==> src/design/pcm8u_pkg.sv <==
// Shared constants, types and coefficient tables for the PCM8 polyphase upsampler.
// No dependencies; every other design file imports this package.

package pcm8u_pkg;

  localparam int NUM_TAPS     = 28;
  localparam int HIST_DEPTH   = NUM_TAPS / 2;
  localparam int QUARTER_P    = NUM_TAPS / 4;
  localparam int QUARTER_BASE = HIST_DEPTH - QUARTER_P;
  localparam int POS_W        = $clog2(HIST_DEPTH);
  localparam int IDX_W        = $clog2(NUM_TAPS + 4);
  localparam int ACC_W        = 36;

  typedef logic        [7:0]       pcm_t;
  typedef logic signed [15:0]      sample_t;
  typedef logic signed [15:0]      coef_t;
  typedef logic signed [31:0]      prod_t;
  typedef logic signed [ACC_W-1:0] acc_t;
  typedef logic        [2:0]       factor_t;
  typedef logic        [POS_W-1:0] pos_t;
  typedef logic        [IDX_W-1:0] idx_t;
  typedef logic        [1:0]       phase_t;

  localparam factor_t FACTOR_HALF  = 3'd2;
  localparam factor_t FACTOR_RESET = 3'd4;

  localparam acc_t SAT_MAX = 36'sd32767;
  localparam acc_t SAT_MIN = -36'sd32768;

  typedef struct packed {
    logic en;
    logic zero;
  } cell_ctrl_t;

  typedef struct packed {
    logic vld;
    logic first;
  } mac_ctrl_t;

  function automatic sample_t pcm_to_q15(input pcm_t pcm);
    return sample_t'({~pcm[7], pcm[6:0], 8'h00});
  endfunction

  function automatic coef_t coef_quarter(input idx_t idx);
    coef_t c;
    case (idx)
      5'd0, 5'd27:  c = -16'sd57;
      5'd1, 5'd26:  c = -16'sd29;
      5'd2, 5'd25:  c = 16'sd44;
      5'd3, 5'd24:  c = 16'sd172;
      5'd4, 5'd23:  c = 16'sd269;
      5'd5, 5'd22:  c = 16'sd167;
      5'd6, 5'd21:  c = -16'sd245;
      5'd7, 5'd20:  c = -16'sd841;
      5'd8, 5'd19:  c = -16'sd1178;
      5'd9, 5'd18:  c = -16'sd683;
      5'd10, 5'd17: c = 16'sd977;
      5'd11, 5'd16: c = 16'sd3567;
      5'd12, 5'd15: c = 16'sd6252;
      5'd13, 5'd14: c = 16'sd7966;
      default:      c = 16'sd0;
    endcase
    return c;
  endfunction

  function automatic coef_t coef_half(input idx_t idx);
    coef_t c;
    case (idx)
      5'd0, 5'd27:  c = 16'sd43;
      5'd1, 5'd26:  c = 16'sd54;
      5'd2, 5'd25:  c = -16'sd82;
      5'd3, 5'd24:  c = -16'sd131;
      5'd4, 5'd23:  c = 16'sd205;
      5'd5, 5'd22:  c = 16'sd309;
      5'd6, 5'd21:  c = -16'sd451;
      5'd7, 5'd20:  c = -16'sd641;
      5'd8, 5'd19:  c = 16'sd898;
      5'd9, 5'd18:  c = 16'sd1259;
      5'd10, 5'd17: c = -16'sd1798;
      5'd11, 5'd16: c = -16'sd2720;
      5'd12, 5'd15: c = 16'sd4769;
      5'd13, 5'd14: c = 16'sd14669;
      default:      c = 16'sd0;
    endcase
    return c;
  endfunction

  function automatic sample_t sat_q15(input acc_t acc);
    acc_t q;
    q = acc >>> 15;
    if (q > SAT_MAX) begin
      return 16'sh7fff;
    end else if (q < SAT_MIN) begin
      return -16'sh8000;
    end
    return sample_t'(q[15:0]);
  endfunction

endpackage

==> src/design/pcm8u_ifs.sv <==
// Valid/ready channel interfaces: sample requests in, results out, factor writes.
// Depends on pcm8u_pkg for payload types.

interface pcm8u_in_if;
  import pcm8u_pkg::*;
  logic valid;
  logic ready;
  pcm_t pcm_sample;
  logic first_sample;
  modport source (output valid, output pcm_sample, output first_sample, input ready);
  modport sink (input valid, input pcm_sample, input first_sample, output ready);
endinterface

interface pcm8u_out_if;
  import pcm8u_pkg::*;
  logic    valid;
  logic    ready;
  sample_t left_sample;
  sample_t right_sample;
  logic    last_of_run;
  modport source (output valid, output left_sample, output right_sample,
                  output last_of_run, input ready);
  modport sink (input valid, input left_sample, input right_sample,
                input last_of_run, output ready);
endinterface

interface pcm8u_cfg_if;
  import pcm8u_pkg::*;
  logic    valid;
  logic    ready;
  factor_t interp_factor;
  modport source (output valid, output interp_factor, input ready);
  modport sink (input valid, input interp_factor, output ready);
endinterface

==> src/design/pcm8u_cell.sv <==
// One history cell of the sample ring: loads its neighbor's value or zero.
// Depends on pcm8u_pkg.

module pcm8u_cell (
  input  logic                   clk,
  input  logic                   rst_n,
  input  pcm8u_pkg::cell_ctrl_t  ctrl_i,
  input  pcm8u_pkg::sample_t     d_i,
  output pcm8u_pkg::sample_t     q_o
);
  import pcm8u_pkg::*;

  sample_t value_r;
  sample_t value_nxt;

  always_comb begin
    value_nxt = value_r;
    if (ctrl_i.en) begin
      value_nxt = ctrl_i.zero ? sample_t'(0) : d_i;
    end
  end

  always_ff @(posedge clk) begin
    if (!rst_n) begin
      value_r <= '0;
    end else begin
      value_r <= value_nxt;
    end
  end

  assign q_o = value_r;

endmodule

==> src/design/pcm8u_mac.sv <==
// Shared multiply-accumulate unit: registered product, then wide accumulator.
// Depends on pcm8u_pkg.

module pcm8u_mac (
  input  logic                  clk,
  input  logic                  rst_n,
  input  pcm8u_pkg::mac_ctrl_t  ctrl_i,
  input  pcm8u_pkg::sample_t    sample_i,
  input  pcm8u_pkg::coef_t      coef_i,
  output pcm8u_pkg::acc_t       acc_o
);
  import pcm8u_pkg::*;

  prod_t     prod_r;
  prod_t     prod_nxt;
  mac_ctrl_t pctl_r;
  acc_t      acc_r;
  acc_t      acc_nxt;

  always_comb begin
    prod_nxt = sample_i * coef_i;
    acc_nxt  = acc_r;
    if (pctl_r.vld) begin
      acc_nxt = (pctl_r.first ? acc_t'(0) : acc_r) + acc_t'(prod_r);
    end
  end

  always_ff @(posedge clk) begin
    if (!rst_n) begin
      pctl_r <= '0;
      acc_r  <= '0;
    end else begin
      pctl_r <= ctrl_i;
      acc_r  <= acc_nxt;
    end
    prod_r <= prod_nxt;
  end

  assign acc_o = acc_r;

endmodule

==> src/design/pcm8_polyphase_upsampler.sv <==
// Top level: 14-cell sample ring, shared MAC, phase sequencer and output register.
// Depends on pcm8u_pkg, pcm8u_ifs, pcm8u_cell and pcm8u_mac.
// Flow: a sample request is taken only in ST_IDLE, so a new one waits until every output
//   phase of the last is done; each phase rotates the ring once past the single MAC in
//   ST_RUN, drains in ST_DRAIN and loads the output register in ST_EMIT, which stalls
//   while the output register still holds an unaccepted result.
// Reset: history cleared to zero, factor set to 4, output register empty.

module pcm8_polyphase_upsampler (
  input  logic               clk,
  input  logic               rst_n,
  pcm8u_in_if.sink           in_if,
  pcm8u_out_if.source        out_if,
  pcm8u_cfg_if.sink          cfg_if
);
  import pcm8u_pkg::*;

  typedef enum logic [1:0] {ST_IDLE, ST_RUN, ST_DRAIN, ST_EMIT} state_t;

  state_t  state_r, state_nxt;
  pos_t    pos_r, pos_nxt;
  phase_t  phase_r, phase_nxt;
  idx_t    idx_r, idx_nxt;
  factor_t factor_r, factor_nxt;
  logic    out_vld_r, out_vld_nxt;
  sample_t out_smp_r, out_smp_nxt;
  logic    out_last_r, out_last_nxt;

  sample_t    hist [HIST_DEPTH];
  cell_ctrl_t cell_ctrl [HIST_DEPTH];
  sample_t    cell_d [HIST_DEPTH];

  logic      push;
  logic      rotate;
  logic      half;
  phase_t    lf_m1;
  pos_t      base;
  idx_t      step;
  idx_t      coef_idx;
  coef_t     coef;
  mac_ctrl_t mac_ctrl;
  acc_t      acc;
  logic      out_free;

  assign push   = in_if.valid && in_if.ready;
  assign rotate = (state_r == ST_RUN);
  assign half   = (factor_r == FACTOR_HALF);
  assign lf_m1  = half ? 2'd1 : 2'd3;
  assign base   = half ? pos_t'(0) : pos_t'(QUARTER_BASE);
  assign step   = half ? idx_t'(2) : idx_t'(4);

  genvar gi;
  generate
    for (gi = 0; gi < HIST_DEPTH; gi++) begin : g_cell
      if (gi == HIST_DEPTH - 1) begin : g_head
        assign cell_d[gi]         = push ? pcm_to_q15(in_if.pcm_sample) : hist[0];
        assign cell_ctrl[gi].zero = 1'b0;
      end else begin : g_body
        assign cell_d[gi]         = hist[gi + 1];
        assign cell_ctrl[gi].zero = push && in_if.first_sample;
      end
      assign cell_ctrl[gi].en = push || rotate;
      pcm8u_cell u_cell (
        .clk    (clk),
        .rst_n  (rst_n),
        .ctrl_i (cell_ctrl[gi]),
        .d_i    (cell_d[gi]),
        .q_o    (hist[gi])
      );
    end
  endgenerate

  always_comb begin
    mac_ctrl.vld   = rotate && (pos_r >= base);
    mac_ctrl.first = (pos_r == base);
    coef_idx       = mac_ctrl.first ? idx_t'(lf_m1 - phase_r) : idx_r;
    coef           = half ? coef_half(coef_idx) : coef_quarter(coef_idx);
  end

  pcm8u_mac u_mac (
    .clk      (clk),
    .rst_n    (rst_n),
    .ctrl_i   (mac_ctrl),
    .sample_i (hist[0]),
    .coef_i   (coef),
    .acc_o    (acc)
  );

  assign out_free = !out_vld_r || out_if.ready;

  always_comb begin
    state_nxt    = state_r;
    pos_nxt      = pos_r;
    phase_nxt    = phase_r;
    idx_nxt      = idx_r;
    factor_nxt   = factor_r;
    out_vld_nxt  = out_vld_r && !out_if.ready;
    out_smp_nxt  = out_smp_r;
    out_last_nxt = out_last_r;
    if (cfg_if.valid) begin
      factor_nxt = cfg_if.interp_factor;
    end
    if (mac_ctrl.vld) begin
      idx_nxt = coef_idx + step;
    end
    unique case (state_r)
      ST_IDLE: begin
        if (push) begin
          state_nxt = ST_RUN;
          pos_nxt   = '0;
          phase_nxt = '0;
        end
      end
      ST_RUN: begin
        if (pos_r == pos_t'(HIST_DEPTH - 1)) begin
          pos_nxt   = '0;
          state_nxt = ST_DRAIN;
        end else begin
          pos_nxt = pos_r + pos_t'(1);
        end
      end
      ST_DRAIN: begin
        state_nxt = ST_EMIT;
      end
      ST_EMIT: begin
        if (out_free) begin
          out_vld_nxt  = 1'b1;
          out_smp_nxt  = sat_q15(acc);
          out_last_nxt = (phase_r == lf_m1);
          if (phase_r == lf_m1) begin
            state_nxt = ST_IDLE;
          end else begin
            phase_nxt = phase_r + phase_t'(1);
            state_nxt = ST_RUN;
          end
        end
      end
      default: state_nxt = ST_IDLE;
    endcase
  end

  always_ff @(posedge clk) begin
    if (!rst_n) begin
      state_r   <= ST_IDLE;
      pos_r     <= '0;
      phase_r   <= '0;
      factor_r  <= FACTOR_RESET;
      out_vld_r <= 1'b0;
    end else begin
      state_r   <= state_nxt;
      pos_r     <= pos_nxt;
      phase_r   <= phase_nxt;
      factor_r  <= factor_nxt;
      out_vld_r <= out_vld_nxt;
    end
    idx_r      <= idx_nxt;
    out_smp_r  <= out_smp_nxt;
    out_last_r <= out_last_nxt;
  end

  assign in_if.ready         = (state_r == ST_IDLE);
  assign cfg_if.ready        = 1'b1;
  assign out_if.valid        = out_vld_r;
  assign out_if.left_sample  = out_smp_r;
  assign out_if.right_sample = out_smp_r;
  assign out_if.last_of_run  = out_last_r;

endmodule
==> src/flat_wrapper.sv <==
// flat-port wrapper written by rule: the top's interface ports become plain ports
module pcm8_polyphase_upsampler_flat import pcm8u_pkg::*;
  (clk, rst_n, in_if_valid, in_if_pcm_sample, in_if_first_sample, in_if_ready, out_if_valid, out_if_left_sample, out_if_right_sample, out_if_last_of_run, out_if_ready, cfg_if_valid, cfg_if_interp_factor, cfg_if_ready);
  pcm8u_in_if in_if_i ();
  pcm8u_out_if out_if_i ();
  pcm8u_cfg_if cfg_if_i ();
  input  logic clk;
  input  logic rst_n;
  input wire logic [$bits(in_if_i.valid)-1:0] in_if_valid;
  input wire logic [$bits(in_if_i.pcm_sample)-1:0] in_if_pcm_sample;
  input wire logic [$bits(in_if_i.first_sample)-1:0] in_if_first_sample;
  output wire logic [$bits(in_if_i.ready)-1:0] in_if_ready;
  output wire logic [$bits(out_if_i.valid)-1:0] out_if_valid;
  output wire logic [$bits(out_if_i.left_sample)-1:0] out_if_left_sample;
  output wire logic [$bits(out_if_i.right_sample)-1:0] out_if_right_sample;
  output wire logic [$bits(out_if_i.last_of_run)-1:0] out_if_last_of_run;
  input wire logic [$bits(out_if_i.ready)-1:0] out_if_ready;
  input wire logic [$bits(cfg_if_i.valid)-1:0] cfg_if_valid;
  input wire logic [$bits(cfg_if_i.interp_factor)-1:0] cfg_if_interp_factor;
  output wire logic [$bits(cfg_if_i.ready)-1:0] cfg_if_ready;
  assign in_if_i.valid = in_if_valid;
  assign in_if_i.pcm_sample = in_if_pcm_sample;
  assign in_if_i.first_sample = in_if_first_sample;
  assign in_if_ready = in_if_i.ready;
  assign out_if_valid = out_if_i.valid;
  assign out_if_left_sample = out_if_i.left_sample;
  assign out_if_right_sample = out_if_i.right_sample;
  assign out_if_last_of_run = out_if_i.last_of_run;
  assign out_if_i.ready = out_if_ready;
  assign cfg_if_i.valid = cfg_if_valid;
  assign cfg_if_i.interp_factor = cfg_if_interp_factor;
  assign cfg_if_ready = cfg_if_i.ready;
  pcm8_polyphase_upsampler u_core (.clk(clk), .rst_n(rst_n), .in_if(in_if_i), .out_if(out_if_i), .cfg_if(cfg_if_i));
endmodule
==> config.mk <==
export PLATFORM = sky130hd
export DESIGN_NAME = pcm8_polyphase_upsampler_flat
export DESIGN_NICKNAME = d
export VERILOG_FILES = /design/src/design/pcm8u_pkg.sv /design/src/design/pcm8u_ifs.sv /design/src/design/pcm8u_cell.sv /design/src/design/pcm8u_mac.sv /design/src/design/pcm8_polyphase_upsampler.sv /design/src/flat_wrapper.sv
export SDC_FILE = /design/constraint.sdc
export NUM_CORES = 1
export LEC_CHECK = 0
export BUFFER_PORTS_ARGS = -buffer_cell sky130_fd_sc_hd__buf_2
export CORE_MARGIN = 3
export CORE_UTILIZATION = 45
export DETAILED_ROUTE_END_ITERATION = 8
export PLACE_DENSITY = 0.68
export SYNTH_ARGS = -nofsm -noshare
export SYNTH_HDL_FRONTEND = slang
export SYNTH_SLANG_ARGS = --single-unit
==> constraint.sdc <==
create_clock -name clk -period 9.58 [get_ports clk]
set_input_delay 0.479 -clock clk [delete_from_list [all_inputs] [get_ports clk]]
set_output_delay 0.479 -clock clk [all_outputs]
set_load 0.02 [all_outputs]
==> flow_summary_export.csv <==
group,metric,value,unit
placed_design,hpwl,39800,um
floorplan,start_util,0.457,
timing,finClkSkew,25.8,ps
detailed_routing,via_count,19000,
grt,grt_usage,0.200,
timing,setup_viol,0,
power_and_ir_drop,power_leakage,11.8,nW
timing,maxSlewViolCount,0,
synthesis,synth_edf_count,22,
clock_tree,cts_tree,"built",
grt,grt_max_degree,209,
setup_path,cp_slowest_cell,"fa_1",
timing,final.min_clock_period,9090,ps
timing,timing.slew.headroom,0.257,
setup_path,cpPeakStageDelay,500,ps
timing,worst_slew_pin_slew,1110,ps
setup_path,cp_top_family,"adder cells",
timing,fin_crit_sh,0.949,
clock_tree,htree_levels,2,
outcome,status,"completed",
synthesis,postSynthCellCount,2932,
synthesis,netlist.area_leader.share,0.248,
detailed_routing,wl_per_cell,15.6,um
finish,final_common_cell,"nand2_1",
synthesis,syn_avg_cell_area,8.42,um2
grt,grt_pass1_wl,94800,um
floorplan,row_count,85,
synthesis,ys.flop_type,"dfxtp_1",
flow_run,maxCapViolations,0,
finish,nets,3310,
synthesis,seq_area_frac_synth,0.275,
synthesis,ys_top_cells_by_area,"dfxtp_1, fa_1, nand2_1",
detailed_routing,dr.pass1.iters,5,
finish,design_area,0.0268,mm2
clock_tree,cts.clk_slew.worst_paths,60,ps
grt,antenna_found_initial,0,
synthesis,async_flop_share,0,
floorplan,io_pins,53,
synthesis,ys_ff_latch,328,
floorplan,coreArea,0.0540,mm2
setup_path,crit_top_cell,"fa_1",
min_path,hp-class,"input port to flop",
floorplan,dieArea,0.0577,mm2
finish,drive_above_1_share,0.0634,
grt,grt_pass1_vias,19000,
power_and_ir_drop,vdd_drop_max,0.283,mV
clock_tree,cts_made_buffers,36,
setup_path,cp_num_buf_inv,10,
setup_path,critPathRequiredTime,9990,ps
finish,syn_to_final_growth,8.61,%
setup_path,worstPathArrival,9510,ps
setup_path,cp-start-kind,"flop",
detailed_routing,postRouteAntennaNets,0,
floorplan,dieWidth,240,um
detailed_routing,drt_wl_total,56500,um
synthesis,yosysWarnings,0,
placed_design,io_buffers,51,
timing,max_freq,0.110,GHz
clock_tree,cts.sinks,328,
detailed_routing,drc_errors,0,
setup_path,endpoint_kind,"flop",
detailed_routing,drt-initial-drc-count,1173,
clock_tree,clkLatencyLatePin,560,ps
synthesis,yosys.cell_types.count,76,
synthesis,syn_area,0.0247,mm2
placed_design,gp_congestion,0.911,
detailed_routing,viasPerCell,5.25,
timing,hold_violations,0,
floorplan,die_h,240,um
clock_tree,cts-root-buf,"clkbuf_16",
timing,whs,144,ps
clock_tree,clk_path_buf_depth,3,
placed_design,placed_area,0.0254,mm2
synthesis,yosys.area.top_type,"dfxtp_1",
synthesis,syn-num-nets,3352,
grt,grt.overflow.total,0,
setup_path,path_class,"flop to flop",
power_and_ir_drop,cellPowerDensity,135,mW/mm2
setup_path,cp_max_fo,21,
finish,final_cell_mix,"nand2_1, inv_1, dfxtp_1, a21oi_1, fa_1",
finish,n_antenna_cell,0,
-- final cells by class --
| cell class | count | area (um2) |
|---|---|---|
| fill | 5017 | 27200 |
| multi-input combinational | 2079 | 15900 |
| clock inverter | 13 | 250 |
| inverter | 345 | 1310 |
| sequential | 328 | 6790 |
| clock buffer | 53 | 1070 |
| tap | 696 | 871 |
| timing repair buffer | 100 | 652 |
-- cell families after synthesis --
family	after synthesis	synth area share
buf+inv	525	0.0845
fa+ha+maj	403	0.285
simple gates	1028	0.185
other cells	1	0.000152
xor+xnor	64	0.0227
flops	328	0.275
mux	43	0.0180
compound gates	540	0.130
-- through the flow --
step                      power, mW  setup TNS, ps  utilization  instances  setup WS [ps]
after global placement         2.13              0        0.469       3536            386
after detailed placement       2.14              0        0.469       3536            148
after floorplan                1.98              0            -       2932            686
after global routing           3.79          -13.5        0.496       3614          -13.5
final                          3.62              0        0.496       3614            488
after CTS                      3.66              0        0.494       3602            102
-- where the power goes --
group          switching [mW]  internal (mW)
sequential             0.0227           1.42
combinational           0.555          0.119
clock                   0.566          0.940
total                    1.14           2.47
-- repair_timing --
action	4_1_cts	5_1_grt
setup buffers	0	12
endpoints found under the hold margin	0	0
hold buffers	0	0
resized for setup	0	11
setup endpoints to repair	0	8
-- synthesized netlist by cell type (all sizes together) (43+ instances only) --
cell type / n
a21o: 43
clkbuf: 125
ha: 139
buf: 55
inv: 343
nor2b: 85
xnor2: 47
and2: 99
dfxtp: 306
nand2: 600
o21ai: 85
a21oi: 279
fa: 264
nor2: 133
-- state kept, by name, summed over array words and instances, names as in the netlist --
name                       cells
u_core.u_mac.acc_o            36
u_core.out_if.left_sample     16
u_core.u_mac.pctl_r            2
u_core.factor_r                3
u_core.phase_r                 2
u_core.g_cell.u_cell.q_o     224
u_core.out_if.valid            1
u_core.state_r                 2
u_core.idx_r                   5
u_core.out_if.last_of_run      1
u_core.u_mac.prod_r           32
u_core.pos_r                   4
-- metal layers --
| metal | GRT usage | vias to the layer above | routed length [um] |
|---|---|---|---|
| li1 | - | 9273 | - |
| met1 | 0.268 | 9135 | 26100 |
| met2 | 0.333 | 460 | 26100 |
| met3 | 0.0334 | 100 | 2970 |
| met4 | 0.0579 | 0 | 1360 |
| met5 | 0 | - | 0 |
-- tightest hold or removal path: stages --
cell and delay (ps):
buf_2 80, mux2i_1 60, nand2_1 60
-- worst paths after layout --
check	from	endpoint	slack, ps	depth (start not counted)
max reg2reg	u_core.factor_r[2]$_SDFFE_PN1P_	u_core.u_mac.prod_r[30]$_DFF_P_	490	38
min reg2reg	u_core.g_cell[6].u_cell.q_o[2]$_SDFFE_PN0P_	u_core.g_cell[6].u_cell.q_o[2]$_SDFFE_PN0P_	450	2
max	u_core.factor_r[2]$_SDFFE_PN1P_	u_core.u_mac.prod_r[30]$_DFF_P_	490	38
min	cfg_if_interp_factor[2]	u_core.factor_r[2]$_SDFFE_PN1P_	140	3
No activity file was read; power rests on OpenSTA's default activity.
